[config.mk]
export PLATFORM = sky130hd
export DESIGN_NAME = priority_sfx_note_sequencer_flat
export DESIGN_NICKNAME = d
export VERILOG_FILES = /design/src/hw/rtl/psn_pkg.sv /design/src/hw/rtl/psn_if.sv /design/src/hw/rtl/psn_queue.sv /design/src/hw/rtl/psn_front.sv /design/src/hw/rtl/psn_back.sv /design/src/hw/rtl/priority_sfx_note_sequencer.sv /design/src/flat_wrapper.sv
export SDC_FILE = /design/constraint.sdc
export NUM_CORES = 1
export LEC_CHECK = 0
export BUFFER_PORTS_ARGS = -buffer_cell sky130_fd_sc_hd__buf_2
export CAP_MARGIN = 20
export CORE_MARGIN = 2
export CORE_UTILIZATION = 55
export DETAILED_ROUTE_END_ITERATION = 8
export HOLD_SLACK_MARGIN = 0.02
export PLACE_DENSITY = 0.82
export SLEW_MARGIN = 30
export SYNTH_ARGS = -nofsm -noshare
export SYNTH_HDL_FRONTEND = slang
export SYNTH_SLANG_ARGS = --single-unit
[constraint.sdc]
create_clock -name i_clk -period 3.4 [get_ports i_clk]
set_input_delay 0.17 -clock i_clk [delete_from_list [all_inputs] [get_ports i_clk]]
set_output_delay 0.17 -clock i_clk [all_outputs]
set_load 0.02 [all_outputs]
[src/hw/rtl/psn_pkg.sv]
// Shared types, codes and effect tables for the sound-effect note sequencer.
// No dependencies; every other file of the block imports this package.
package psn_pkg;

    localparam int KIND_W    = 3;
    localparam int MASK_W    = 3;
    localparam int CH_W      = 4;
    localparam int PATCH_W   = 3;
    localparam int NOTE_W    = 7;
    localparam int VOL_W     = 7;
    localparam int CFG_W     = 8;
    localparam int CFG_IDX_W = 2;
    localparam int SLOTS     = 4;
    localparam int SLOT_W    = 2;

    localparam int PSN_QUEUE_DEPTH = 2;

    // input kinds
    localparam logic [KIND_W-1:0] KIND_TICK     = 3'd0;
    localparam logic [KIND_W-1:0] KIND_JUMP     = 3'd1;
    localparam logic [KIND_W-1:0] KIND_CHARGE   = 3'd2;
    localparam logic [KIND_W-1:0] KIND_SHARD    = 3'd3;
    localparam logic [KIND_W-1:0] KIND_TERMINUS = 3'd4;
    localparam logic [KIND_W-1:0] KIND_SHIELD   = 3'd5;

    // configuration register indexes
    localparam logic [CFG_IDX_W-1:0] CFG_JUMP_STEP = 2'd0;
    localparam logic [CFG_IDX_W-1:0] CFG_TRACKER   = 2'd1;
    localparam logic [CFG_IDX_W-1:0] CFG_RUSHER    = 2'd2;
    localparam logic [CFG_IDX_W-1:0] CFG_GHOST     = 2'd3;

    // player effects
    localparam logic [1:0] EFF_CHARGE   = 2'd0;
    localparam logic [1:0] EFF_SHARD    = 2'd1;
    localparam logic [1:0] EFF_TERMINUS = 2'd2;
    localparam logic [1:0] EFF_SHIELD   = 2'd3;

    // synth channels
    localparam logic [CH_W-1:0] CH_JUMP   = 4'd5;
    localparam logic [CH_W-1:0] CH_GROUND = 4'd6;
    localparam logic [CH_W-1:0] CH_GHOST  = 4'd7;
    localparam logic [CH_W-1:0] CH_PLAYER = 4'd8;

    // command actions
    localparam logic ACT_NOTE_ON = 1'b0;
    localparam logic ACT_STOP    = 1'b1;

    // patches
    localparam logic [PATCH_W-1:0] PATCH_JUMP    = 3'd0;
    localparam logic [PATCH_W-1:0] PATCH_CHARGE  = 3'd1;
    localparam logic [PATCH_W-1:0] PATCH_SHARD   = 3'd2;
    localparam logic [PATCH_W-1:0] PATCH_TERM    = 3'd3;
    localparam logic [PATCH_W-1:0] PATCH_IMPACT  = 3'd4;
    localparam logic [PATCH_W-1:0] PATCH_RUSHER  = 3'd5;
    localparam logic [PATCH_W-1:0] PATCH_TRACKER = 3'd6;
    localparam logic [PATCH_W-1:0] PATCH_GHOST   = 3'd7;

    localparam logic [VOL_W-1:0]  JUMP_VOL      = 7'd90;
    localparam logic [NOTE_W-1:0] TRACKER_NOTE  = 7'd36;
    localparam logic [VOL_W-1:0]  TRACKER_VOL   = 7'd70;
    localparam logic [NOTE_W-1:0] RUSHER_NOTE   = 7'd84;
    localparam logic [VOL_W-1:0]  RUSHER_VOL    = 7'd60;
    localparam logic [NOTE_W-1:0] GHOST_NOTE_HI = 7'd62;
    localparam logic [NOTE_W-1:0] GHOST_NOTE_LO = 7'd58;
    localparam logic [VOL_W-1:0]  GHOST_VOL     = 7'd65;

    // command slots, in output order
    localparam logic [SLOT_W-1:0] SLOT_JUMP   = 2'd0;
    localparam logic [SLOT_W-1:0] SLOT_PLAYER = 2'd1;
    localparam logic [SLOT_W-1:0] SLOT_GROUND = 2'd2;
    localparam logic [SLOT_W-1:0] SLOT_GHOST  = 2'd3;

    typedef enum logic [1:0] {
        CLS_TICK,
        CLS_JUMP,
        CLS_PLAYER,
        CLS_NONE
    } t_cls;

    typedef struct packed {
        t_cls              cls;
        logic [1:0]        effect;
        logic [MASK_W-1:0] mask;
    } t_item;

    typedef struct packed {
        logic [CH_W-1:0]    channel;
        logic               action;
        logic [PATCH_W-1:0] patch;
        logic [NOTE_W-1:0]  note;
        logic [VOL_W-1:0]   volume;
        logic               last;
    } t_cmd;

    typedef struct packed {
        logic [CFG_W-1:0] jump_step;
        logic [CFG_W-1:0] tracker_period;
        logic [CFG_W-1:0] rusher_period;
        logic [CFG_W-1:0] ghost_period;
    } t_cfg;

    function automatic logic [CFG_W-1:0] eff_period(input logic [CFG_W-1:0] p);
        return (p == '0) ? CFG_W'(1) : p;
    endfunction

    function automatic logic [NOTE_W-1:0] jump_note(input logic [1:0] idx);
        case (idx)
            2'd0:    return 7'd72;
            2'd1:    return 7'd78;
            2'd2:    return 7'd84;
            default: return 7'd0;
        endcase
    endfunction

    function automatic logic [PATCH_W-1:0] eff_patch(input logic [1:0] e);
        case (e)
            EFF_CHARGE:   return PATCH_CHARGE;
            EFF_SHARD:    return PATCH_SHARD;
            EFF_TERMINUS: return PATCH_TERM;
            default:      return PATCH_IMPACT;
        endcase
    endfunction

    function automatic logic [VOL_W-1:0] eff_volume(input logic [1:0] e);
        case (e)
            EFF_CHARGE:   return 7'd90;
            EFF_SHARD:    return 7'd95;
            EFF_TERMINUS: return 7'd110;
            default:      return 7'd127;
        endcase
    endfunction

    function automatic logic [3:0] eff_ticks(input logic [1:0] e);
        case (e)
            EFF_CHARGE:   return 4'd5;
            EFF_SHARD:    return 4'd4;
            EFF_TERMINUS: return 4'd6;
            default:      return 4'd8;
        endcase
    endfunction

    function automatic logic [2:0] eff_count(input logic [1:0] e);
        case (e)
            EFF_CHARGE:   return 3'd3;
            EFF_SHARD:    return 3'd4;
            EFF_TERMINUS: return 3'd5;
            default:      return 3'd2;
        endcase
    endfunction

    function automatic logic [NOTE_W-1:0] eff_note(input logic [1:0] e,
                                                   input logic [2:0] idx);
        case (e)
            EFF_CHARGE: begin
                case (idx)
                    3'd0:    return 7'd65;
                    3'd1:    return 7'd69;
                    3'd2:    return 7'd72;
                    default: return 7'd0;
                endcase
            end
            EFF_SHARD: begin
                case (idx)
                    3'd0:    return 7'd65;
                    3'd1:    return 7'd69;
                    3'd2:    return 7'd72;
                    3'd3:    return 7'd76;
                    default: return 7'd0;
                endcase
            end
            EFF_TERMINUS: begin
                case (idx)
                    3'd0:    return 7'd60;
                    3'd1:    return 7'd64;
                    3'd2:    return 7'd67;
                    3'd3:    return 7'd71;
                    3'd4:    return 7'd76;
                    default: return 7'd0;
                endcase
            end
            default: begin
                case (idx)
                    3'd0:    return 7'd55;
                    3'd1:    return 7'd43;
                    default: return 7'd0;
                endcase
            end
        endcase
    endfunction

    function automatic t_cmd note_cmd(input logic [CH_W-1:0] ch,
                                      input logic [PATCH_W-1:0] patch,
                                      input logic [NOTE_W-1:0] note,
                                      input logic [VOL_W-1:0] vol);
        t_cmd c;
        c.channel = ch;
        c.action  = ACT_NOTE_ON;
        c.patch   = patch;
        c.note    = note;
        c.volume  = vol;
        c.last    = 1'b0;
        return c;
    endfunction

    function automatic t_cmd stop_cmd(input logic [CH_W-1:0] ch);
        t_cmd c;
        c.channel = ch;
        c.action  = ACT_STOP;
        c.patch   = '0;
        c.note    = '0;
        c.volume  = '0;
        c.last    = 1'b0;
        return c;
    endfunction

endpackage

[src/hw/rtl/psn_if.sv]
// Handshake interfaces of the sequencer: input items, synth commands, config writes.
// Depends on psn_pkg for field widths.
interface psn_item_if import psn_pkg::*; ();
    logic              valid;
    logic              ready;
    logic [KIND_W-1:0] kind;
    logic [MASK_W-1:0] threat_mask;

    modport source (output valid, kind, threat_mask, input ready);
    modport sink   (input valid, kind, threat_mask, output ready);
endinterface

interface psn_cmd_if import psn_pkg::*; ();
    logic               valid;
    logic               ready;
    logic [CH_W-1:0]    channel;
    logic               action;
    logic [PATCH_W-1:0] patch;
    logic [NOTE_W-1:0]  note;
    logic [VOL_W-1:0]   volume;
    logic               last;

    modport source (output valid, channel, action, patch, note, volume, last,
                    input ready);
    modport sink   (input valid, channel, action, patch, note, volume, last,
                    output ready);
endinterface

interface psn_cfg_if import psn_pkg::*; ();
    logic                 valid;
    logic                 ready;
    logic [CFG_IDX_W-1:0] index;
    logic [CFG_W-1:0]     data;

    modport source (output valid, index, data, input ready);
    modport sink   (input valid, index, data, output ready);
endinterface

[src/hw/rtl/psn_queue.sv]
// Short queue of classified items between front and back.
// Depends on psn_pkg for the item type.
module psn_queue import psn_pkg::*; #(
    parameter int DEPTH = PSN_QUEUE_DEPTH
) (
    input  logic  i_clk,
    input  logic  i_rst_n,
    input  logic  i_push,
    input  t_item i_push_item,
    output logic  o_full,
    input  logic  i_pop,
    output logic  o_valid,
    output t_item o_item
);
    localparam int PTR_W = (DEPTH > 1) ? $clog2(DEPTH) : 1;
    localparam int CNT_W = $clog2(DEPTH + 1);

    t_item            r_mem [DEPTH];
    logic [PTR_W-1:0] r_wr, r_rd;
    logic [CNT_W-1:0] r_cnt;
    logic             do_push, do_pop;

    assign o_full  = (r_cnt == CNT_W'(DEPTH));
    assign o_valid = (r_cnt != '0);
    assign o_item  = r_mem[r_rd];
    assign do_push = i_push && !o_full;
    assign do_pop  = i_pop && o_valid;

    always_ff @(posedge i_clk) begin
        if (!i_rst_n) begin
            r_wr  <= '0;
            r_rd  <= '0;
            r_cnt <= '0;
        end else begin
            if (do_push) begin
                r_wr <= (r_wr == PTR_W'(DEPTH - 1)) ? '0 : r_wr + 1'b1;
            end
            if (do_pop) begin
                r_rd <= (r_rd == PTR_W'(DEPTH - 1)) ? '0 : r_rd + 1'b1;
            end
            if (do_push && !do_pop) begin
                r_cnt <= r_cnt + 1'b1;
            end else if (do_pop && !do_push) begin
                r_cnt <= r_cnt - 1'b1;
            end
        end
    end

    always_ff @(posedge i_clk) begin
        if (do_push) begin
            r_mem[r_wr] <= i_push_item;
        end
    end

endmodule

[src/hw/rtl/psn_front.sv]
// Front end: takes input words and sorts them into tick, jump and player requests.
// Depends on psn_pkg and psn_item_if.
module psn_front import psn_pkg::*; (
    psn_item_if.sink i_item,
    input  logic     i_q_full,
    output logic     o_push,
    output t_item    o_push_item
);
    t_item cls_item;

    always_comb begin
        cls_item.mask   = i_item.threat_mask;
        cls_item.effect = 2'(i_item.kind - KIND_CHARGE);
        case (i_item.kind) inside
            KIND_TICK:                   cls_item.cls = CLS_TICK;
            KIND_JUMP:                   cls_item.cls = CLS_JUMP;
            [KIND_CHARGE:KIND_SHIELD]:   cls_item.cls = CLS_PLAYER;
            default:                     cls_item.cls = CLS_NONE;
        endcase
    end

    // unused kinds are taken and dropped here
    assign i_item.ready = !i_q_full;
    assign o_push       = i_item.valid && !i_q_full && (cls_item.cls != CLS_NONE);
    assign o_push_item  = cls_item;

endmodule

[src/hw/rtl/psn_back.sv]
// Back end: voice state, per-item command slots and the output register.
// Depends on psn_pkg and psn_cmd_if.
module psn_back import psn_pkg::*; (
    input  logic       i_clk,
    input  logic       i_rst_n,
    input  t_cfg       i_cfg,
    input  logic       i_q_valid,
    input  t_item      i_q_item,
    output logic       o_q_pop,
    psn_cmd_if.source  o_cmd
);
    // voice state
    logic              r_jump_busy, n_jump_busy;
    logic [1:0]        r_jump_idx, n_jump_idx;
    logic [7:0]        r_jump_timer, n_jump_timer;
    logic              r_pl_busy, n_pl_busy;
    logic [2:0]        r_pl_prio, n_pl_prio;
    logic [2:0]        r_pl_idx, n_pl_idx;
    logic [3:0]        r_pl_timer, n_pl_timer;
    logic [1:0]        r_pl_eff, n_pl_eff;
    logic [7:0]        r_gnd_timer, n_gnd_timer;
    logic [7:0]        r_gho_timer, n_gho_timer;
    logic              r_gho_toggle, n_gho_toggle;
    logic [MASK_W-1:0] r_prev_mask, n_prev_mask;

    // evaluation temporaries
    logic [7:0]        jt, jper, gt, gper, ht, hper;
    logic [3:0]        pt;
    logic [2:0]        pi;
    logic [1:0]        nj;
    logic              trk, rsh;
    t_cmd              ev_cmd [SLOTS];
    logic [SLOTS-1:0]  ev_vld;

    // slots and output register
    t_cmd              r_slot [SLOTS];
    logic [SLOTS-1:0]  r_slot_vld, rem_vld;
    logic [SLOT_W-1:0] first;
    logic              load_out, take;
    logic              r_out_vld;
    t_cmd              r_out;

    always_comb begin
        n_jump_busy  = r_jump_busy;
        n_jump_idx   = r_jump_idx;
        n_jump_timer = r_jump_timer;
        n_pl_busy    = r_pl_busy;
        n_pl_prio    = r_pl_prio;
        n_pl_idx     = r_pl_idx;
        n_pl_timer   = r_pl_timer;
        n_pl_eff     = r_pl_eff;
        n_gnd_timer  = r_gnd_timer;
        n_gho_timer  = r_gho_timer;
        n_gho_toggle = r_gho_toggle;
        n_prev_mask  = r_prev_mask;
        ev_vld       = '0;
        for (int i = 0; i < SLOTS; i++) begin
            ev_cmd[i] = stop_cmd(CH_JUMP);
        end

        jt   = r_jump_timer + 8'd1;
        jper = eff_period(i_cfg.jump_step);
        nj   = r_jump_idx + 2'd1;
        pt   = r_pl_timer + 4'd1;
        pi   = r_pl_idx + 3'd1;
        trk  = i_q_item.mask[1];
        rsh  = i_q_item.mask[0];
        gper = eff_period(trk ? i_cfg.tracker_period : i_cfg.rusher_period);
        gt   = r_gnd_timer + 8'd1;
        hper = eff_period(i_cfg.ghost_period);
        ht   = r_gho_timer + 8'd1;

        case (i_q_item.cls)
            CLS_JUMP: begin
                n_jump_busy  = 1'b1;
                n_jump_idx   = '0;
                n_jump_timer = '0;
                ev_vld[SLOT_JUMP] = 1'b1;
                ev_cmd[SLOT_JUMP] = note_cmd(CH_JUMP, PATCH_JUMP, jump_note(2'd0), JUMP_VOL);
            end
            CLS_PLAYER: begin
                // shield always wins; others yield to a higher effect in play
                if (i_q_item.effect == EFF_SHIELD ||
                    !(r_pl_busy && r_pl_prio > ({1'b0, i_q_item.effect} + 3'd1))) begin
                    n_pl_busy  = 1'b1;
                    n_pl_eff   = i_q_item.effect;
                    n_pl_prio  = {1'b0, i_q_item.effect} + 3'd1;
                    n_pl_idx   = '0;
                    n_pl_timer = '0;
                    ev_vld[SLOT_PLAYER] = 1'b1;
                    ev_cmd[SLOT_PLAYER] = note_cmd(CH_PLAYER, eff_patch(i_q_item.effect),
                                                   eff_note(i_q_item.effect, 3'd0),
                                                   eff_volume(i_q_item.effect));
                end
            end
            CLS_TICK: begin
                if (r_jump_busy) begin
                    if (jt >= jper) begin
                        n_jump_timer = '0;
                        ev_vld[SLOT_JUMP] = 1'b1;
                        if (nj == 2'd3) begin
                            n_jump_busy = 1'b0;
                            n_jump_idx  = 2'd3;
                            ev_cmd[SLOT_JUMP] = stop_cmd(CH_JUMP);
                        end else begin
                            n_jump_idx = nj;
                            ev_cmd[SLOT_JUMP] = note_cmd(CH_JUMP, PATCH_JUMP,
                                                         jump_note(nj), JUMP_VOL);
                        end
                    end else begin
                        n_jump_timer = jt;
                    end
                end
                if (r_pl_busy) begin
                    if (pt >= eff_ticks(r_pl_eff)) begin
                        n_pl_timer = '0;
                        n_pl_idx   = pi;
                        ev_vld[SLOT_PLAYER] = 1'b1;
                        if (pi >= eff_count(r_pl_eff)) begin
                            n_pl_busy = 1'b0;
                            n_pl_prio = '0;
                            ev_cmd[SLOT_PLAYER] = stop_cmd(CH_PLAYER);
                        end else begin
                            ev_cmd[SLOT_PLAYER] = note_cmd(CH_PLAYER, eff_patch(r_pl_eff),
                                                           eff_note(r_pl_eff, pi),
                                                           eff_volume(r_pl_eff));
                        end
                    end else begin
                        n_pl_timer = pt;
                    end
                end
                if (trk || rsh) begin
                    if (gt >= gper) begin
                        n_gnd_timer = '0;
                        ev_vld[SLOT_GROUND] = 1'b1;
                        ev_cmd[SLOT_GROUND] = trk ?
                            note_cmd(CH_GROUND, PATCH_TRACKER, TRACKER_NOTE, TRACKER_VOL) :
                            note_cmd(CH_GROUND, PATCH_RUSHER, RUSHER_NOTE, RUSHER_VOL);
                    end else begin
                        n_gnd_timer = gt;
                    end
                end else if (r_prev_mask[1:0] != 2'b00) begin
                    n_gnd_timer = '0;
                    ev_vld[SLOT_GROUND] = 1'b1;
                    ev_cmd[SLOT_GROUND] = stop_cmd(CH_GROUND);
                end
                if (i_q_item.mask[2]) begin
                    if (ht >= hper) begin
                        n_gho_timer  = '0;
                        n_gho_toggle = !r_gho_toggle;
                        ev_vld[SLOT_GHOST] = 1'b1;
                        ev_cmd[SLOT_GHOST] = note_cmd(CH_GHOST, PATCH_GHOST,
                            (!r_gho_toggle) ? GHOST_NOTE_HI : GHOST_NOTE_LO, GHOST_VOL);
                    end else begin
                        n_gho_timer = ht;
                    end
                end else if (r_prev_mask[2]) begin
                    n_gho_timer  = '0;
                    n_gho_toggle = 1'b0;
                    ev_vld[SLOT_GHOST] = 1'b1;
                    ev_cmd[SLOT_GHOST] = stop_cmd(CH_GHOST);
                end
                n_prev_mask = i_q_item.mask;
            end
            default: ;
        endcase

        // flag the final command of this item
        for (int i = 0; i < SLOTS; i++) begin
            ev_cmd[i].last = ev_vld[i] && ((ev_vld >> (i + 1)) == '0);
        end
    end

    // emitter: lowest pending slot goes to the output register
    always_comb begin
        first = '0;
        for (int i = SLOTS - 1; i >= 0; i--) begin
            if (r_slot_vld[i]) begin
                first = SLOT_W'(i);
            end
        end
    end

    assign load_out = !r_out_vld || o_cmd.ready;
    assign take     = load_out && (r_slot_vld != '0);
    assign rem_vld  = take ? (r_slot_vld & ~(SLOTS'(1) << first)) : r_slot_vld;
    assign o_q_pop  = i_q_valid && (rem_vld == '0);

    always_ff @(posedge i_clk) begin
        if (!i_rst_n) begin
            r_jump_busy  <= 1'b0;
            r_jump_idx   <= '0;
            r_jump_timer <= '0;
            r_pl_busy    <= 1'b0;
            r_pl_prio    <= '0;
            r_pl_idx     <= '0;
            r_pl_timer   <= '0;
            r_pl_eff     <= '0;
            r_gnd_timer  <= '0;
            r_gho_timer  <= '0;
            r_gho_toggle <= 1'b0;
            r_prev_mask  <= '0;
            r_slot_vld   <= '0;
            r_out_vld    <= 1'b0;
        end else begin
            if (o_q_pop) begin
                r_jump_busy  <= n_jump_busy;
                r_jump_idx   <= n_jump_idx;
                r_jump_timer <= n_jump_timer;
                r_pl_busy    <= n_pl_busy;
                r_pl_prio    <= n_pl_prio;
                r_pl_idx     <= n_pl_idx;
                r_pl_timer   <= n_pl_timer;
                r_pl_eff     <= n_pl_eff;
                r_gnd_timer  <= n_gnd_timer;
                r_gho_timer  <= n_gho_timer;
                r_gho_toggle <= n_gho_toggle;
                r_prev_mask  <= n_prev_mask;
                r_slot_vld   <= ev_vld;
            end else begin
                r_slot_vld   <= rem_vld;
            end
            if (load_out) begin
                r_out_vld <= (r_slot_vld != '0);
            end
        end
    end

    always_ff @(posedge i_clk) begin
        if (o_q_pop) begin
            for (int i = 0; i < SLOTS; i++) begin
                r_slot[i] <= ev_cmd[i];
            end
        end
        if (take) begin
            r_out <= r_slot[first];
        end
    end

    assign o_cmd.valid   = r_out_vld;
    assign o_cmd.channel = r_out.channel;
    assign o_cmd.action  = r_out.action;
    assign o_cmd.patch   = r_out.patch;
    assign o_cmd.note    = r_out.note;
    assign o_cmd.volume  = r_out.volume;
    assign o_cmd.last    = r_out.last;

`ifndef SYNTHESIS
    a_jump_idx: assert property (@(posedge i_clk) disable iff (!i_rst_n)
        r_jump_busy |-> r_jump_idx != 2'd3)
        else $error("jump arpeggio busy past its last note");

    a_pl_prio_busy: assert property (@(posedge i_clk) disable iff (!i_rst_n)
        r_pl_busy |-> r_pl_prio == ({1'b0, r_pl_eff} + 3'd1))
        else $error("player priority does not match running effect");

    a_pl_prio_idle: assert property (@(posedge i_clk) disable iff (!i_rst_n)
        !r_pl_busy |-> r_pl_prio == 3'd0)
        else $error("player priority held while idle");

    a_pl_idx: assert property (@(posedge i_clk) disable iff (!i_rst_n)
        r_pl_busy |-> r_pl_idx < eff_count(r_pl_eff))
        else $error("player note index beyond effect length");

    a_burst: assert property (@(posedge i_clk) disable iff (!i_rst_n)
        r_out_vld && o_cmd.ready && !r_out.last |=> r_out_vld)
        else $error("gap inside a command burst");
`endif

endmodule

[src/hw/rtl/priority_sfx_note_sequencer.sv]
// Top level of the sound-effect note sequencer: config registers, front, queue, back.
// Depends on psn_pkg, psn_if, psn_front, psn_queue and psn_back.
//
// Four-voice sound-effect command sequencer. Each input word is a tick or a
// trigger; the front classifies it in the cycle it is accepted and drops unused
// kinds, and a QUEUE_DEPTH-entry queue hands it to the back, which updates the
// voice state and loads up to four synth commands (jump, player, ground, ghost,
// in that order) into its command slots at once. The slots drain one command
// a cycle into the output register while that register is empty or being
// taken, so an item holds the back until all of its commands have left the
// slots, and an item with no command still passes through. The next item is
// taken from the queue in the cycle the last slot drains, so the output
// register can hold a command while further words are accepted. The first
// command of a word passes through the queue, a command slot and the output
// register before it is offered.
// Config writes are taken every cycle and should arrive only when the block is
// idle; a period written as zero acts as one.
module priority_sfx_note_sequencer import psn_pkg::*; #(
    parameter int QUEUE_DEPTH = PSN_QUEUE_DEPTH
) (
    input  logic       i_clk,
    input  logic       i_rst_n,
    psn_item_if.sink   i_item,
    psn_cmd_if.source  o_cmd,
    psn_cfg_if.sink    i_cfg
);
    t_cfg  r_cfg;
    logic  q_push, q_full, q_pop, q_valid;
    t_item q_push_item, q_item;

    // config registers: always ready, hold until written
    assign i_cfg.ready = 1'b1;

    always_ff @(posedge i_clk) begin
        if (!i_rst_n) begin
            r_cfg.jump_step      <= 8'd5;
            r_cfg.tracker_period <= 8'd20;
            r_cfg.rusher_period  <= 8'd8;
            r_cfg.ghost_period   <= 8'd6;
        end else if (i_cfg.valid) begin
            case (i_cfg.index)
                CFG_JUMP_STEP: r_cfg.jump_step      <= i_cfg.data;
                CFG_TRACKER:   r_cfg.tracker_period <= i_cfg.data;
                CFG_RUSHER:    r_cfg.rusher_period  <= i_cfg.data;
                CFG_GHOST:     r_cfg.ghost_period   <= i_cfg.data;
                default: ;
            endcase
        end
    end

    // classify incoming words
    psn_front u_front (
        .i_item      (i_item),
        .i_q_full    (q_full),
        .o_push      (q_push),
        .o_push_item (q_push_item)
    );

    // decouple front from back
    psn_queue #(
        .DEPTH (QUEUE_DEPTH)
    ) u_queue (
        .i_clk       (i_clk),
        .i_rst_n     (i_rst_n),
        .i_push      (q_push),
        .i_push_item (q_push_item),
        .o_full      (q_full),
        .i_pop       (q_pop),
        .o_valid     (q_valid),
        .o_item      (q_item)
    );

    // advance voices and drain commands
    psn_back u_back (
        .i_clk     (i_clk),
        .i_rst_n   (i_rst_n),
        .i_cfg     (r_cfg),
        .i_q_valid (q_valid),
        .i_q_item  (q_item),
        .o_q_pop   (q_pop),
        .o_cmd     (o_cmd)
    );

endmodule

[src/flat_wrapper.sv]
// flat-port wrapper written by rule: the top's interface ports become plain ports
module priority_sfx_note_sequencer_flat import psn_pkg::*;
#(
    parameter int QUEUE_DEPTH = PSN_QUEUE_DEPTH
)
  (i_clk, i_rst_n, i_item_valid, i_item_kind, i_item_threat_mask, i_item_ready, o_cmd_valid, o_cmd_channel, o_cmd_action, o_cmd_patch, o_cmd_note, o_cmd_volume, o_cmd_last, o_cmd_ready, i_cfg_valid, i_cfg_index, i_cfg_data, i_cfg_ready);
  psn_item_if i_item_i ();
  psn_cmd_if o_cmd_i ();
  psn_cfg_if i_cfg_i ();
  input  logic i_clk;
  input  logic i_rst_n;
  input wire logic [$bits(i_item_i.valid)-1:0] i_item_valid;
  input wire logic [$bits(i_item_i.kind)-1:0] i_item_kind;
  input wire logic [$bits(i_item_i.threat_mask)-1:0] i_item_threat_mask;
  output wire logic [$bits(i_item_i.ready)-1:0] i_item_ready;
  output wire logic [$bits(o_cmd_i.valid)-1:0] o_cmd_valid;
  output wire logic [$bits(o_cmd_i.channel)-1:0] o_cmd_channel;
  output wire logic [$bits(o_cmd_i.action)-1:0] o_cmd_action;
  output wire logic [$bits(o_cmd_i.patch)-1:0] o_cmd_patch;
  output wire logic [$bits(o_cmd_i.note)-1:0] o_cmd_note;
  output wire logic [$bits(o_cmd_i.volume)-1:0] o_cmd_volume;
  output wire logic [$bits(o_cmd_i.last)-1:0] o_cmd_last;
  input wire logic [$bits(o_cmd_i.ready)-1:0] o_cmd_ready;
  input wire logic [$bits(i_cfg_i.valid)-1:0] i_cfg_valid;
  input wire logic [$bits(i_cfg_i.index)-1:0] i_cfg_index;
  input wire logic [$bits(i_cfg_i.data)-1:0] i_cfg_data;
  output wire logic [$bits(i_cfg_i.ready)-1:0] i_cfg_ready;
  assign i_item_i.valid = i_item_valid;
  assign i_item_i.kind = i_item_kind;
  assign i_item_i.threat_mask = i_item_threat_mask;
  assign i_item_ready = i_item_i.ready;
  assign o_cmd_valid = o_cmd_i.valid;
  assign o_cmd_channel = o_cmd_i.channel;
  assign o_cmd_action = o_cmd_i.action;
  assign o_cmd_patch = o_cmd_i.patch;
  assign o_cmd_note = o_cmd_i.note;
  assign o_cmd_volume = o_cmd_i.volume;
  assign o_cmd_last = o_cmd_i.last;
  assign o_cmd_i.ready = o_cmd_ready;
  assign i_cfg_i.valid = i_cfg_valid;
  assign i_cfg_i.index = i_cfg_index;
  assign i_cfg_i.data = i_cfg_data;
  assign i_cfg_ready = i_cfg_i.ready;
  priority_sfx_note_sequencer #(.QUEUE_DEPTH(QUEUE_DEPTH)) u_core (.i_clk(i_clk), .i_rst_n(i_rst_n), .i_item(i_item_i), .o_cmd(o_cmd_i), .i_cfg(i_cfg_i));
endmodule
==> results of run 1 <==
[cells in the final DEF, fill, tap and decap left out, types with 4 or more instances in the layout]
master                          Yosys  final
sky130_fd_sc_hd__a21boi_0          18     18
sky130_fd_sc_hd__a21o_1            12     12
sky130_fd_sc_hd__a21oi_1           41     40
sky130_fd_sc_hd__a22o_1            11     11
sky130_fd_sc_hd__a31oi_1            4      4
sky130_fd_sc_hd__and2_1             7      7
sky130_fd_sc_hd__and3_1             8      8
sky130_fd_sc_hd__buf_2              8     45
sky130_fd_sc_hd__buf_4              3     11
sky130_fd_sc_hd__clkbuf_16          0     17
sky130_fd_sc_hd__clkinv_1           2      5
sky130_fd_sc_hd__clkinv_2           0      4
sky130_fd_sc_hd__dfxtp_1           86     86
sky130_fd_sc_hd__dlygate4sd3_1      0      4
sky130_fd_sc_hd__edfxtp_1          75     75
sky130_fd_sc_hd__ha_1              59     59
sky130_fd_sc_hd__inv_1             42     42
sky130_fd_sc_hd__inv_2              4      4
sky130_fd_sc_hd__mux2i_1           27     27
sky130_fd_sc_hd__nand2_1          102    102
sky130_fd_sc_hd__nand2b_1          12     12
sky130_fd_sc_hd__nand3_1           31     31
sky130_fd_sc_hd__nor2_1            53     53
sky130_fd_sc_hd__nor2b_1           18     18
sky130_fd_sc_hd__nor3_1            13     12
sky130_fd_sc_hd__nor3_2             3      4
sky130_fd_sc_hd__o211a_1            7      7
sky130_fd_sc_hd__o21a_1             7      7
sky130_fd_sc_hd__o21ai_0           21     21
sky130_fd_sc_hd__o21ai_1            7      7
sky130_fd_sc_hd__o22ai_1           10     10
sky130_fd_sc_hd__o31a_1             5      5
sky130_fd_sc_hd__or2_2              5      5
sky130_fd_sc_hd__xnor2_1           19     19
sky130_fd_sc_hd__xor2_1             9      9
[synth_stat cells (all sizes together) (4+ instances only)]
cell	n
a21boi	18
a21o	12
a21oi	43
a22o	11
a31oi	4
and2	7
and3	8
buf	13
clkbuf	16
dfxtp	86
edfxtp	75
ha	59
inv	46
mux2i	27
nand2	103
nand2b	13
nand3	31
nor2	56
nor2b	18
nor3	16
o211a	7
o211ai	4
o21a	7
o21ai	30
o22ai	10
o31a	6
or2	7
xnor2	19
xor2	9
[worst min-delay path, cell delays in order]
cell and delay (ns):
sky130_fd_sc_hd__buf_2 0.13, sky130_fd_sc_hd__nand2_1 0.06, sky130_fd_sc_hd__a21boi_0 0.06
[kinds of logic (layout without fill, tap and decap cells)]
group,after synthesis,after routing
and+or+nand+nor,280,280
buffers and inverters,77,140
muxes,31,31
adders and majority gates,59,59
DFF,161,161
other,1,1
AOI/OAI and AO/OA,182,182
xor gates and xnor gates,28,28
[cell type report]
cell class              instances  area (sq um)
clock buffers                  19           433
clock inverters                13           144
fillers                      1152          5320
inverters                      48           180
multi-input cells             581          4020
flip-flops and latches        161          3970
well taps                     184           230
repair buffers                 60           348
[state kept, by name (all words and copies together) (netlist names), 3 cells and up, named ones only]
name / cells
u_core.u_back.r_slot_vld: 4
u_core.u_back.r_pl_idx: 3
u_core.u_back.r_jump_timer: 8
u_core.u_back.o_cmd.patch: 3
u_core.u_back.r_slot: 38
u_core.u_queue.r_mem: 14
u_core.u_back.o_cmd.channel: 4
u_core.u_back.o_cmd.note: 7
u_core.u_back.r_pl_prio: 3
u_core.u_back.r_prev_mask: 3
u_core.u_back.r_gho_timer: 8
u_core.u_back.o_cmd.volume: 7
u_core.r_cfg: 32
u_core.u_back.r_gnd_timer: 8
u_core.u_back.r_pl_timer: 4
[metal layers]
| metal | global-route usage | up-vias | wire (um) |
|---|---|---|---|
| met4 | 0.0724 | 0 | 313 |
| met5 | 0 | - | 0 |
| met3 | 0.0447 | 27 | 785 |
| met2 | 0.351 | 169 | 7750 |
| li1 | - | 3025 | - |
| met1 | 0.304 | 2909 | 8060 |
[metrics by stage]
step | hold slack [ns] | power [W] | cells
after floorplan | 0.269 | 0.00383 | 819
after global placement | 0.361 | 0.00424 | 1030
after detailed placement | 0.364 | 0.00431 | 1030
after CTS | 0.0399 | 0.00619 | 1066
after global routing | 0.0414 | 0.00649 | 1066
final | 0.0442 | 0.00618 | 1066
[path summary, 6_finish.rpt]
check,cells after the start,endpoint,slack [ns],start
setup / recovery,10,u_core.u_back.r_slot[0][18],0.41,u_core.u_back.r_jump_timer[0]
hold / removal,3,u_core.r_cfg[6],0.04,i_cfg_data[6]
setup reg to reg,10,u_core.u_back.r_slot[0][18],0.41,u_core.u_back.r_jump_timer[0]
hold reg to reg,2,u_core.r_cfg[7],0.47,u_core.r_cfg[7]
[power groups by stage]
| stage | Sequential (W) | Combinational, W | Clock (W) |
|---|---|---|---|
| 2_1_floorplan | 0.00274 | 0.00109 | 0 |
| 3_3_place_gp | 0.00273 | 0.00151 | 0 |
| 3_5_place_dp | 0.00275 | 0.00156 | 0 |
| 4_1_cts | 0.00271 | 0.00159 | 0.00189 |
| 5_1_grt | 0.00275 | 0.00176 | 0.00198 |
| 6_report | 0.00271 | 0.00159 | 0.00188 |
==> results.md, run 1 <==
Global route:
- Across every metal layer, demand over resource in global routing totals 0.221.
- The initial antenna violation count is 0.
- The number of global-route vias before repair is 5793.
- For this run the aggregate overflow at the end of global routing stands at 0.
- The first global-routing pass estimated 28300 um of wire.
- The largest net degree at the start of global routing is 46.

Critical path:
- The critical path contains buffers and inverters numbering 0 combined.
- The category of the worst setup path capture point is a flip-flop.
- The worst stage delay on the critical path is 0.43 ns.
- On the critical path, the stage with the largest delay is an instance of sky130_fd_sc_hd__o31ai_1.
- Traced cell by cell, the critical path runs through ha_1, nand3_1, or2_2, xnor2_1, ha_1, nand3_1, o31ai_1, nand2_1, a21bo_2, a21o_1.
- At the worst endpoint, the required time is 3.58 ns.
- The kind of cell with the highest combined delay on the critical path is compound AO/OA/AOI/OAI gates.
- For the worst setup path, the data arrival time is 3.16 ns.
- The startpoint-to-endpoint class of the critical path is reg -> reg.
- Of all nets on the critical path, the largest fanout is 4.
- STA classifies the critical path startpoint as a flip-flop.

STA:
- The number of failing setup endpoints in the final timing report is 0.
- Setup repair after global routing left no endpoint under its margin.
- The measured slew at the worst slew-check pin is 0.828 ns.
- The max-slew violation count was 0.
- The worst slew margin relative to its limit is 0.447.
- The share of the clock period used by the worst path is 0.879.
- The worst path setup slack after routing is just over 0.4 ns.
- Clock skew on the completed layout was measured at 0.00467 ns.
- After routing, the total negative slack on setup checks comes to 0 ns.
- The fmax is 335 MHz.
- The shortest clock period the worst path allows after layout is ~3 ns.
- The count of endpoints failing hold in the final timing report is 0.

Pwr:
- The maximum vdd ir drop is 0.533 mV.
- In this run the static leakage power is 3.92 nW.
- The share of total power in sequential cells is 0.439.
- The internal power of the cells totals 0.00423 W.
- The areal power density over the cells is approximately 660 mW/mm^2.
- Of the total power, the clock network draws 0.304.
- Of the total power, the share spent switching nets is 0.316.
- The combinational share of power is 0.257.
- The reported net switching power is 0.00195 W.

Floorplanning:
- The placeable core region is 0.0146 sq mm.
- The die height is roughly 130 um.
- During I/O placement, the number of pins put on the boundary was 47.
- The standard-cell row count is 44.
- Measured along the x axis, the die boundary spans 127 um.
- The die covers 0.0161 sq mm.
- For this configuration, the core starts out at a cell density of 0.566.

Synth:
- Of the total synthesized cell area, the portion taken by XOR and XNOR cells is 0.0296.
- The cell area after technology mapping is about 0.0083 sq mm.
- The number of synthesis warnings is 0.
- Of the total synthesized cell area, the portion taken by full adders, half adders and majority gates is 0.0890.
- By area the synthesized netlist is led by sky130_fd_sc_hd__edfxtp_1 27%, sky130_fd_sc_hd__dfxtp_1 21%, sky130_fd_sc_hd__ha_1 8.9%, sky130_fd_sc_hd__nand2_1 4.6%, sky130_fd_sc_hd__mux2i_1 3.3%.
- Of the total synthesized cell area, the portion taken by AND, OR, NAND and NOR gates is 0.165.
- In the synthesized netlist the async set-or-reset flop fraction comes to 0.
- The multiplexer area fraction after synthesis is 0.0398.
- The cell count after synthesis came out at 819.
- The post-synthesis net count is 899.
- The combinational family with the most area after synthesis is simple AND/OR/NAND/NOR gates.
- The area share of the largest cell type after synthesis is 0.272.
- Of all cell types, the one taking the most synthesized area is sky130_fd_sc_hd__edfxtp_1.
- The prevailing post-synth register cell is sky130_fd_sc_hd__dfxtp_1.
- The fraction of the yosys area taken by sequential cells is 0.479.
- The number of flops mapped to enable cells by yosys is 75.
- The register bit count reported by yosys is about 160.
- The post-synthesis compound-gate area fraction is 0.159.
- The average instance in the mapped netlist occupies 10.1 sq um.
- The netlist uses 79 different library cells.

Detailed routing:
- The final wirelength is 16900 um.
- The number of violations reported at the end of detailed-routing iteration 0 is 489.
- The routed wire length per instance is 15.9 um.
- The post-detailed-route DRC marker count is 0.
- The number of nets with antenna violations after routing is 0.
- The detailed router placed 6130 vias in this run.
- The number of search-and-repair iterations in the first detailed-routing pass is 5.
- In the routed layout, each cell is associated on average with a via count of 5.75.

CTS:
- The maximum buffer depth of the clock tree is 2.
- In this run, post-CTS repair resized a total of 0 instances.
- After clock tree synthesis, the clock-pin slew on the worst setup and hold paths is roughly 0.06 ns.
- The clock tree root driver cell is sky130_fd_sc_hd__clkbuf_16.
- The insertion delay to the later sink of the worst-skew pair is 0.42 ns.
- The CTS tree is built.
- The H-tree was split into 4 levels.
- In this run, CTS created clock tree buffers numbering 17.
- Post-CTS timing repair inserted 0 buffers for setup.
- For this design, the sink count on the clock tree is 161.
- The number of buffers added to fix hold violations after cts is 4.

Placed design:
- The post-placement cell area is 0.00871 sq mm.
- The worst setup slack before clock tree synthesis is 0.427 ns.
- The estimated wirelength of the detail-placed design is 12100 um.
- Port buffering added 45 buffers.
- The congestion estimate from routability-driven global placement came to 0.885.

Layout:
- The relative area change from synthesis to final layout is 12.5%.
- The final instance area is 0.00933 sq mm.
- The number of nets at the end of the flow is between 900 and 1000.
- The number of antenna repair diodes is 0.
- In the final layout, the share of cells above drive strength 1 is 0.138.
- The post-route core utilization is 0.637.

Hold path:
- In this run the worst hold path is classified as in -> reg.

Run status:
- The flow ran to the end, and the final reports show no timing, DRC or antenna violations.

Run:
- The max-cap violation count is 0.
Note: power is estimated with default switching activity, not from simulation.
==> run 2, diff against run 1 <==
CTS_CLUSTER_SIZE = 25   (was unset)
PLACE_DENSITY = 0.73   (was 0.82)
==> run 2 against run 1 <==
Effect of this change: setup slack worse by 0.13 ns; wire length is 7.8% higher; clock skew is 0.0039 ns higher; critical path depth stayed put; clock power is 4% higher; sequential cell count stayed put; utilization is 0.085 points higher; register-to-register slack worse by 0.13 ns; critical path type unchanged; largest cell class unchanged.
==> results.md, run 2 (synthesis results as in run 1) <==
Critical path:
- The cell depth of the worst setup path is 10 (unchanged).
- The worst stage delay on the critical path came to 0.55 ns (+0.12 ns).
- The critical path starts at u_core.u_back.r_jump_timer[0].
- The critical path endpoint is u_core.u_back.r_slot[0][18].
- The worst setup path is of the reg -> reg kind.
- The depth of the worst register-to-register path is 10 (unchanged).
- The required time at the endpoint of the critical path is 3.60 ns (+0.02 ns).
- The type of element launching the critical path is a flip-flop.
- The startpoint of the worst register-to-register path is u_core.u_back.r_jump_timer[0].
- The register-to-register path setup slack is 0.28 ns (-0.13 ns).
- In this run the critical register-to-register path is captured at u_core.u_back.r_slot[0][18].
- For this design, the slowest cell found on the critical path is sky130_fd_sc_hd__o31ai_1.
- The total buffers and inverters traversed by the critical path is 0 (unchanged).
- The category of the worst setup path capture point is a flip-flop.
- The largest driver fanout on the critical path is 4 (unchanged).
- Among cell families on the critical path, the largest total delay comes from compound AO/OA/AOI/OAI gates.
- The worst endpoint data arrival time is 3.31 ns (+0.15 ns).
- Walking the worst path, the cells encountered are ha_1, nand3_1, or2_2, xnor2_1, ha_1, nand3_1, o31ai_1, nand2_1, a21bo_2, a21o_1.

STA:
- The measured slew at the worst slew-check pin is 0.736 ns (-0.0914 ns).
- The total negative setup slack is 0 ns (unchanged).
- Setup repair after global routing left no endpoint under its margin.
- The number of failing setup endpoints in the final timing report is 0 (unchanged).
- The max-slew violation count is 0 (unchanged).
- The worst path setup slack after routing is 0.284 ns (-0.128 ns).
- The share of the clock period used by the worst path is 0.916 (+0.0376).
- The clock skew is 0.00858 ns (+0.00391 ns).
- The worst slew margin relative to its limit is 0.508 (+0.0610).
- The fmax is 321 MHz (-4.1%).
- The count of endpoints failing hold in the final timing report is 0 (unchanged).
- The shortest clock period the worst path allows after layout was 3.12 ns (+0.128 ns).

Floorplanning:
- The placeable core region is 0.0146 sq mm (unchanged).
- The width of the die came to 127 um (unchanged).
- The starting utilization of the core area is 0.566 (unchanged).
- The standard-cell row count is 44 (unchanged).
- The top-level I/O count is 47 (unchanged).
- The die height was 127 um (unchanged).
- The total die area is 0.0161 sq mm (unchanged).

Layout:
- The library cells used most frequently in the layout, excluding fill and tap cells, are 102 x sky130_fd_sc_hd__nand2_1, 86 x sky130_fd_sc_hd__dfxtp_1, 75 x sky130_fd_sc_hd__edfxtp_1, 59 x sky130_fd_sc_hd__ha_1, 53 x sky130_fd_sc_hd__nor2_1.
- The number of antenna repair diodes is 0 (unchanged).
- The relative area change from synthesis to final layout is 12.7%.
- The storage element area is 0.00397 sq mm (unchanged).
- The final instance area is 0.00934 sq mm (+0.13%).
- The flip-flop count of the largest register after layout is 38 (unchanged).
- The top register by number of flip-flops is u_core.u_back.r_slot.
- The number of nets at the end of the flow was 948 (-0.11%).
- The area of the multi-input gates is 0.00402 sq mm (about the same).
- The commonest non-fill, non-tap cell in the layout is sky130_fd_sc_hd__nand2_1.
- The post-route core utilization came to 0.638 (+0.000855).
- In the final layout, the registers with the most flip-flops are u_core.u_back.r_slot (38), u_core.r_cfg (32), u_core.u_queue.r_mem (14).
- The fraction of final layout cells sized beyond drive strength 1 is 0.141 (+0.00243).
- The filler cell count in the final layout is 1152 (unchanged).

Detailed routing:
- The detailed-routing wirelength on met1 is 8520 um (+5.8%).
- The per-cell via count in the routed design is 5.80 (+0.88%).
- The post-detailed-route DRC marker count is 0 (unchanged).
- The final wirelength is 18200 um (+7.8%).
- The number of nets with antenna violations after routing is 0 (unchanged).
- The highest layer touched by signal routing is met4.
- The number of violations reported at the end of detailed-routing iteration 0 was 524 (+7.2%).
- The via count was 6178 (+0.78%).
- The routed wire length per instance came to 17.1 um (+7.9%).
- The wire length on met3 is 1040 um (+32%).
- The number of search-and-repair iterations in the first detailed-routing pass is 6 (+1).
- The met2 layer wire length in the routed design is 8280 um (+6.8%).

Pwr:
- The leakage power of the design is 3.90 nW (-0.43%).
- The areal power density over the cells was 670 mW/mm^2 (+1.3%).
- The total power of the final layout came to 0.00626 W (+1.4%).
- The maximum vdd ir drop was 0.412 mV (-23%).

Global route:
- The initial antenna violation count is 0 (unchanged).
- The leftover overflow at the end of global routing was 0 (unchanged).
- The global-route usage over all layers came to 0.238 (+0.0176).
- The number of global-route vias before repair is 6087 (+5.1%).
- The global-route wire length before repair is 30300 um (+7.1%).
- The largest net degree at the start of global routing is 46 (unchanged).

Run status:
- The run finished with clean final reports.

Hold path:
- The class of the tightest hold or removal check is in -> reg.

Placed design:
- The port buffer count is 45 (unchanged).
- The post-placement cell area is 0.00869 sq mm (-0.23%).
- The final weighted congestion in routability-driven placement came to 0.906 (+2.4%).
- The worst setup slack before clock tree synthesis is 0.148 ns (-0.280 ns).
- The estimated wirelength of the detail-placed design came to 13200 um (+8.7%).

CTS:
- The CTS tree is built.
- The clock tree root driver cell is sky130_fd_sc_hd__clkbuf_16.
- The H-tree depth reported by CTS is 4 (unchanged).
- The count of clock tree sinks was 161 (unchanged).
- The insertion delay to the later sink of the worst-skew pair is 0.44 ns (+0.02 ns).
- The total clock buffers created by CTS is 17 (unchanged).
- The clock-pin slew reported for the worst setup and hold paths after clock tree synthesis was 0.06 ns (about the same).
- The maximum buffer depth of the clock tree was 2 (unchanged).

Run:
- The max-cap violation count was 0 (unchanged).
run 2: cell types whose count changed in the layout (fill, tap and decap cells not counted), moves of 2 or more:
cell / previous run / this run
sky130_fd_sc_hd__clkinv_1: 5 / 1
sky130_fd_sc_hd__clkinvlp_4: 0 / 6
sky130_fd_sc_hd__clkinv_2: 4 / 2
sky130_fd_sc_hd__buf_4: 11 / 9
run 2: metal layers:
metal,track usage,up-vias
met3,0.0620,36
met2,0.375,191
li1,-,3022
met4,0.0873,0
met1,0.320,2929
met5,0,-
run 2: report_power, final:
group | total, W | leakage, nW | switching (W) | internal [W]
Clock | 0.00195 | 0.272 | 0.000794 | 0.00115
Sequential | 0.00273 | 1.40 | 0.000211 | 0.00252
Combinational | 0.00159 | 2.23 | 0.00103 | 0.000561
Total | 0.00626 | 3.90 | 0.00203 | 0.00423
run 2: layout make-up:
cell class	count	share of cell area
clock inverters	13	0.0174
multi-input cells	581	0.430
inverters	48	0.0193
well taps	184	0.0246
repair buffers	59	0.0367
flip-flops and latches	161	0.425
clock buffers	19	0.0463
run 2: worst reg2reg max path, delay by kind of cell (launching register included):
kind / cells / cell delay (ns)
and+or+nand+nor: 4 / 0.81
xor gates and xnor gates: 1 / 0.14
DFF: 1 / 0.41
adders and majority gates: 2 / 0.53
AOI/OAI and AO/OA: 3 / 1.00
run 2: how the worst min path moves through the flow:
stage / cells after the start / slack (ns) / endpoint / startpoint
5_1_grt: 3 / 0.05 / u_core.r_cfg[14] / i_cfg_data[6]
2_1_floorplan: 0 / 0.27 / u_core.u_queue.r_mem[0][0] / i_item_threat_mask[0]
6_report: 3 / 0.04 / u_core.r_cfg[13] / i_cfg_data[5]
4_1_cts: 3 / 0.03 / u_core.r_cfg[13] / i_cfg_data[5]
3_3_place_gp: 1 / 0.37 / u_core.u_queue.r_mem[0][2] / i_item_threat_mask[2]
3_5_place_dp: 1 / 0.38 / u_core.u_queue.r_mem[0][1] / i_item_threat_mask[1]
run 2: stage by stage:
step / instances / hold WS (ns)
floorplan: 819 / 0.269
global placement: 1028 / 0.373
detailed placement: 1028 / 0.384
CTS: 1065 / 0.0274
global route: 1065 / 0.0468
finish: 1065 / 0.0384
run 2: repair_timing:
action / CTS / global route
hold buffers: 5 / 0
resized for setup: 0 / 2
buffers inserted: 0 / 0
endpoints found under the hold margin: 9 / 0
endpoints found under the setup margin: 0 / 16
==> run 3, diff against run 2 <==
GPL_TIMING_DRIVEN = 0   (was unset)
MAX_ROUTING_LAYER = met4   (was unset)
clock period = 4 ns   (was 3.4 ns; I/O delays follow)
==> run 3 against run 2 <==
Effect of this change: power shrank 17%; via count grew 1.0%; critical path type unchanged; clock skew shrank 0.0026 ns; die area is the same; critical path depth grew 3; largest power group unchanged; wire length shrank 1.7%; final cell count grew 1.7%; sequential power shrank 16%; global-route usage shrank 0.14 points; maximum frequency shrank 12%.
==> results.md, run 3 (synthesis results as in run 1) <==
Detailed routing:
- The number of search-and-repair iterations in the first detailed-routing pass is 5 (-1).
- The final wirelength is 17900 um (-1.7%).
- The via count came to 6240 (+1.0%).
- The post-detailed-route DRC marker count is 0 (unchanged).
- The number of nets with antenna violations after routing was 0 (unchanged).
- The per-cell via count in the routed design is 5.76 (-0.68%).
- The routed wire length per instance is 16.5 um (-3.3%).
- The number of violations reported at the end of detailed-routing iteration 0 is 489 (-6.7%).

Critical path:
- The worst endpoint data arrival time is 3.80 ns (+0.49 ns).
- The largest driver fanout on the critical path came to 10 (+6).
- Walking the worst path, the cells encountered are buf_6, mux2i_1, buf_2, mux2i_1, nand4_1, o21ai_1, ha_1, nand2b_1, a21oi_1, o31a_1, a211o_1, nand2b_1, nor3_1.
- The setup path with the least slack is of type reg -> reg.
- The depth of the worst register-to-register path is 13 (+3).
- The total buffers and inverters traversed by the critical path is 2 (+2).
- The worst stage delay on the critical path is 0.46 ns (-0.09 ns).
- The capture point of the worst reg-to-reg path is u_core.u_back.r_slot[0][0].
- The kind of cell with the highest combined delay along the critical path is compound AO/OA/AOI/OAI gates.
- The worst setup path is launched from a flip-flop.
- Among all stages on the critical path, the largest delay is contributed by sky130_fd_sc_hd__dfxtp_1.
- The required time at the endpoint of the critical path was 4.26 ns (+0.66 ns).
- The register-to-register path setup slack came to 0.46 ns (+0.18 ns).
- The category of the worst setup path capture point is a flip-flop.

Pwr:
- The maximum vdd ir drop is 0.332 mV (-19%).
- The leakage power of the design is 3.91 nW (+0.10%).
- The areal power density over the cells is 554 mW/mm^2 (-17%).

Global route:
- The global-route wire length before repair was 29300 um (-3.3%).
- The global routing stage identified its most utilized layer as met2.
- The global-route usage over all layers came to 0.237 (-0.00135).
- The global routing met1 resource utilization came to 0.314 (-0.00571).
- The largest net degree at the start of global routing was 47 (+2.2%).
- The initial antenna violation count is 0 (unchanged).
- The number of global-route vias before repair is 5955 (-2.2%).
- The leftover overflow at the end of global routing came to 0 (unchanged).
- The met3 track demand over resource is 0.0489 (-0.0131).
- The fraction of met2 tracks used by global routing came to 0.356 (-0.0191).

Hold path:
- The worst hold path terminates at u_core.r_cfg[18].
- In this run the worst hold path is classified as in -> reg.
- The worst hold path cell count is 3 (unchanged).
- The startpoint of the most critical hold path is i_cfg_data[2].

STA:
- The number of failing setup endpoints in the final timing report is 0 (unchanged).
- The total negative setup slack is 0 ns (unchanged).
- The shortest clock period the worst path allows after layout is 3.54 ns (+0.423 ns).
- The worst path setup slack after routing is 0.462 ns (+0.177 ns).
- The worst-case hold slack is 0.0642 ns (+0.0258 ns).
- The clock skew is 0.00594 ns (-0.00264 ns).
- The worst slew margin relative to its limit was 0.382 (-0.126).
- The fmax is 283 MHz (-12%).
- The count of endpoints failing hold in the final timing report is 0 (unchanged).
- The measured slew at the worst slew-check pin came to 0.926 ns (+0.190 ns).
- The max-slew violation count is 0 (unchanged).
- The share of the clock period used by the worst path is 0.885 (-0.0318).
- Setup repair after global routing left no endpoint under its margin.

Layout:
- The fraction of final layout cells sized beyond drive strength 1 came to 0.133 (-0.00727).
- The final instance area is 0.00935 sq mm (+0.11%).
- The number of nets at the end of the flow was 966 (+1.9%).
- The post-route core utilization came to 0.639 (+0.000683).
- The commonest non-fill, non-tap cell in the layout is sky130_fd_sc_hd__nand2_1.
- The register with the most flip-flops in the final layout is u_core.u_back.r_slot.
- The filler cell count in the final layout came to 1158 (+0.52%).
- The flip-flop count of the largest register after layout is 38 (unchanged).
- The largest registers in the layout are u_core.u_back.r_slot (38), u_core.r_cfg (32), u_core.u_queue.r_mem (14).
- Leaving out fill and tap cells, the most frequent cells in the layout are 102 x sky130_fd_sc_hd__nand2_1, 86 x sky130_fd_sc_hd__dfxtp_1, 75 x sky130_fd_sc_hd__edfxtp_1, 59 x sky130_fd_sc_hd__ha_1, 53 x sky130_fd_sc_hd__nor2_1.
- The relative area change from synthesis to final layout is 12.8%.
- The number of antenna repair diodes is 0 (unchanged).

CTS:
- The CTS tree is built.
- The maximum buffer depth of the clock tree came to 2 (unchanged).
- The clock tree root driver cell is sky130_fd_sc_hd__clkbuf_16.
- The H-tree depth reported by CTS is 4 (unchanged).
- The setup fix buffers added after clock tree synthesis is 0 (unchanged).
- The count of clock tree sinks is 161 (unchanged).
- The insertion delay to the later sink of the worst-skew pair is 0.42 ns (-0.02 ns).
- The total clock buffers created by CTS was 17 (unchanged).
- The clock-pin slew reported for the worst setup and hold paths after clock tree synthesis is 0.06 ns (about the same).

Floorplanning:
- The standard-cell row count is 44 (unchanged).
- The top-level I/O count was 47 (unchanged).
- The total die area was 0.0161 sq mm (unchanged).
- The starting utilization of the core area came to 0.566 (unchanged).
- The placeable core region was 0.0146 sq mm (unchanged).
- The die height came to 127 um (unchanged).
- The width of the die is 127 um (unchanged).

Placed design:
- The estimated wirelength of the detail-placed design is 13500 um (+2.5%).
- The worst setup slack before clock tree synthesis is 0.395 ns (+0.247 ns).
- The final weighted congestion in routability-driven placement is 0.907 (about the same).
- The post-placement cell area is 0.00875 sq mm (+0.71%).
- The port buffer count is 44 (-2.2%).

Run:
- The max-cap violation count is 0 (unchanged).

Run status:
- The run finished with clean final reports.
==> run 3: worst max-delay path by stage <==
stage | from | endpoint | depth (start not counted)
after global routing | flip-flop | u_core.u_back.r_slot[0][0] | 13
final | flip-flop | u_core.u_back.r_slot[0][0] | 13
after floorplan | flip-flop | u_core.u_back.r_pl_timer[2] | 11
after detailed placement | flip-flop | u_core.u_back.r_pl_timer[2] | 11
after global placement | flip-flop | u_core.u_back.r_pl_timer[2] | 11
after CTS | flip-flop | u_core.u_back.r_pl_timer[2] | 11
==> run 3: tightest hold or removal path: cells and delay by family <==
family / cells / cell delay [ns]
buf+inv: 1 / 0.13
mux: 1 / 0.07
simple gates: 1 / 0.06
==> run 3: routing by layer <==
layer / routed length [um] / vias up / part of all wire
met5: 0 / - / 0
met4: 548 / 0 / 0.031
met3: 899 / 45 / 0.050
met2: 8020 / 210 / 0.45
met1: 8440 / 2919 / 0.47
li1: - / 3066 / -
==> run 3: power by group <==
part | leakage [nW] | internal (W) | switching, W
registers | 1.40 | 0.00214 | 0.000151
clock network | 0.262 | 0.000908 | 0.000627
logic | 2.25 | 0.000476 | 0.000881
==> run 3: what timing repair did <==
action                                 4_1_cts  5_1_grt
endpoints found under the hold margin        8        0
hold buffers                                 4        0
resized for setup                            0        1
setup endpoints to repair                    0        1
==> run 3: area by class of cell <==
type                       instances  area, sq um  area share
timing repair buffer              48          260      0.0278
tap                              184          230      0.0246
clock buffer                      20          437      0.0467
inverter                          48          180      0.0193
buffer                            29          138      0.0147
clock inverter                    12          118      0.0126
sequential                       161         3970       0.425
multi-input combinational        581         4020       0.429
==> run 3: metrics by stage <==
stage	power, W	instances
after floorplan	0.00326	819
after global placement	0.00359	1047
after detailed placement	0.00367	1047
after CTS	0.00520	1083
after global routing	0.00544	1083
final	0.00518	1083
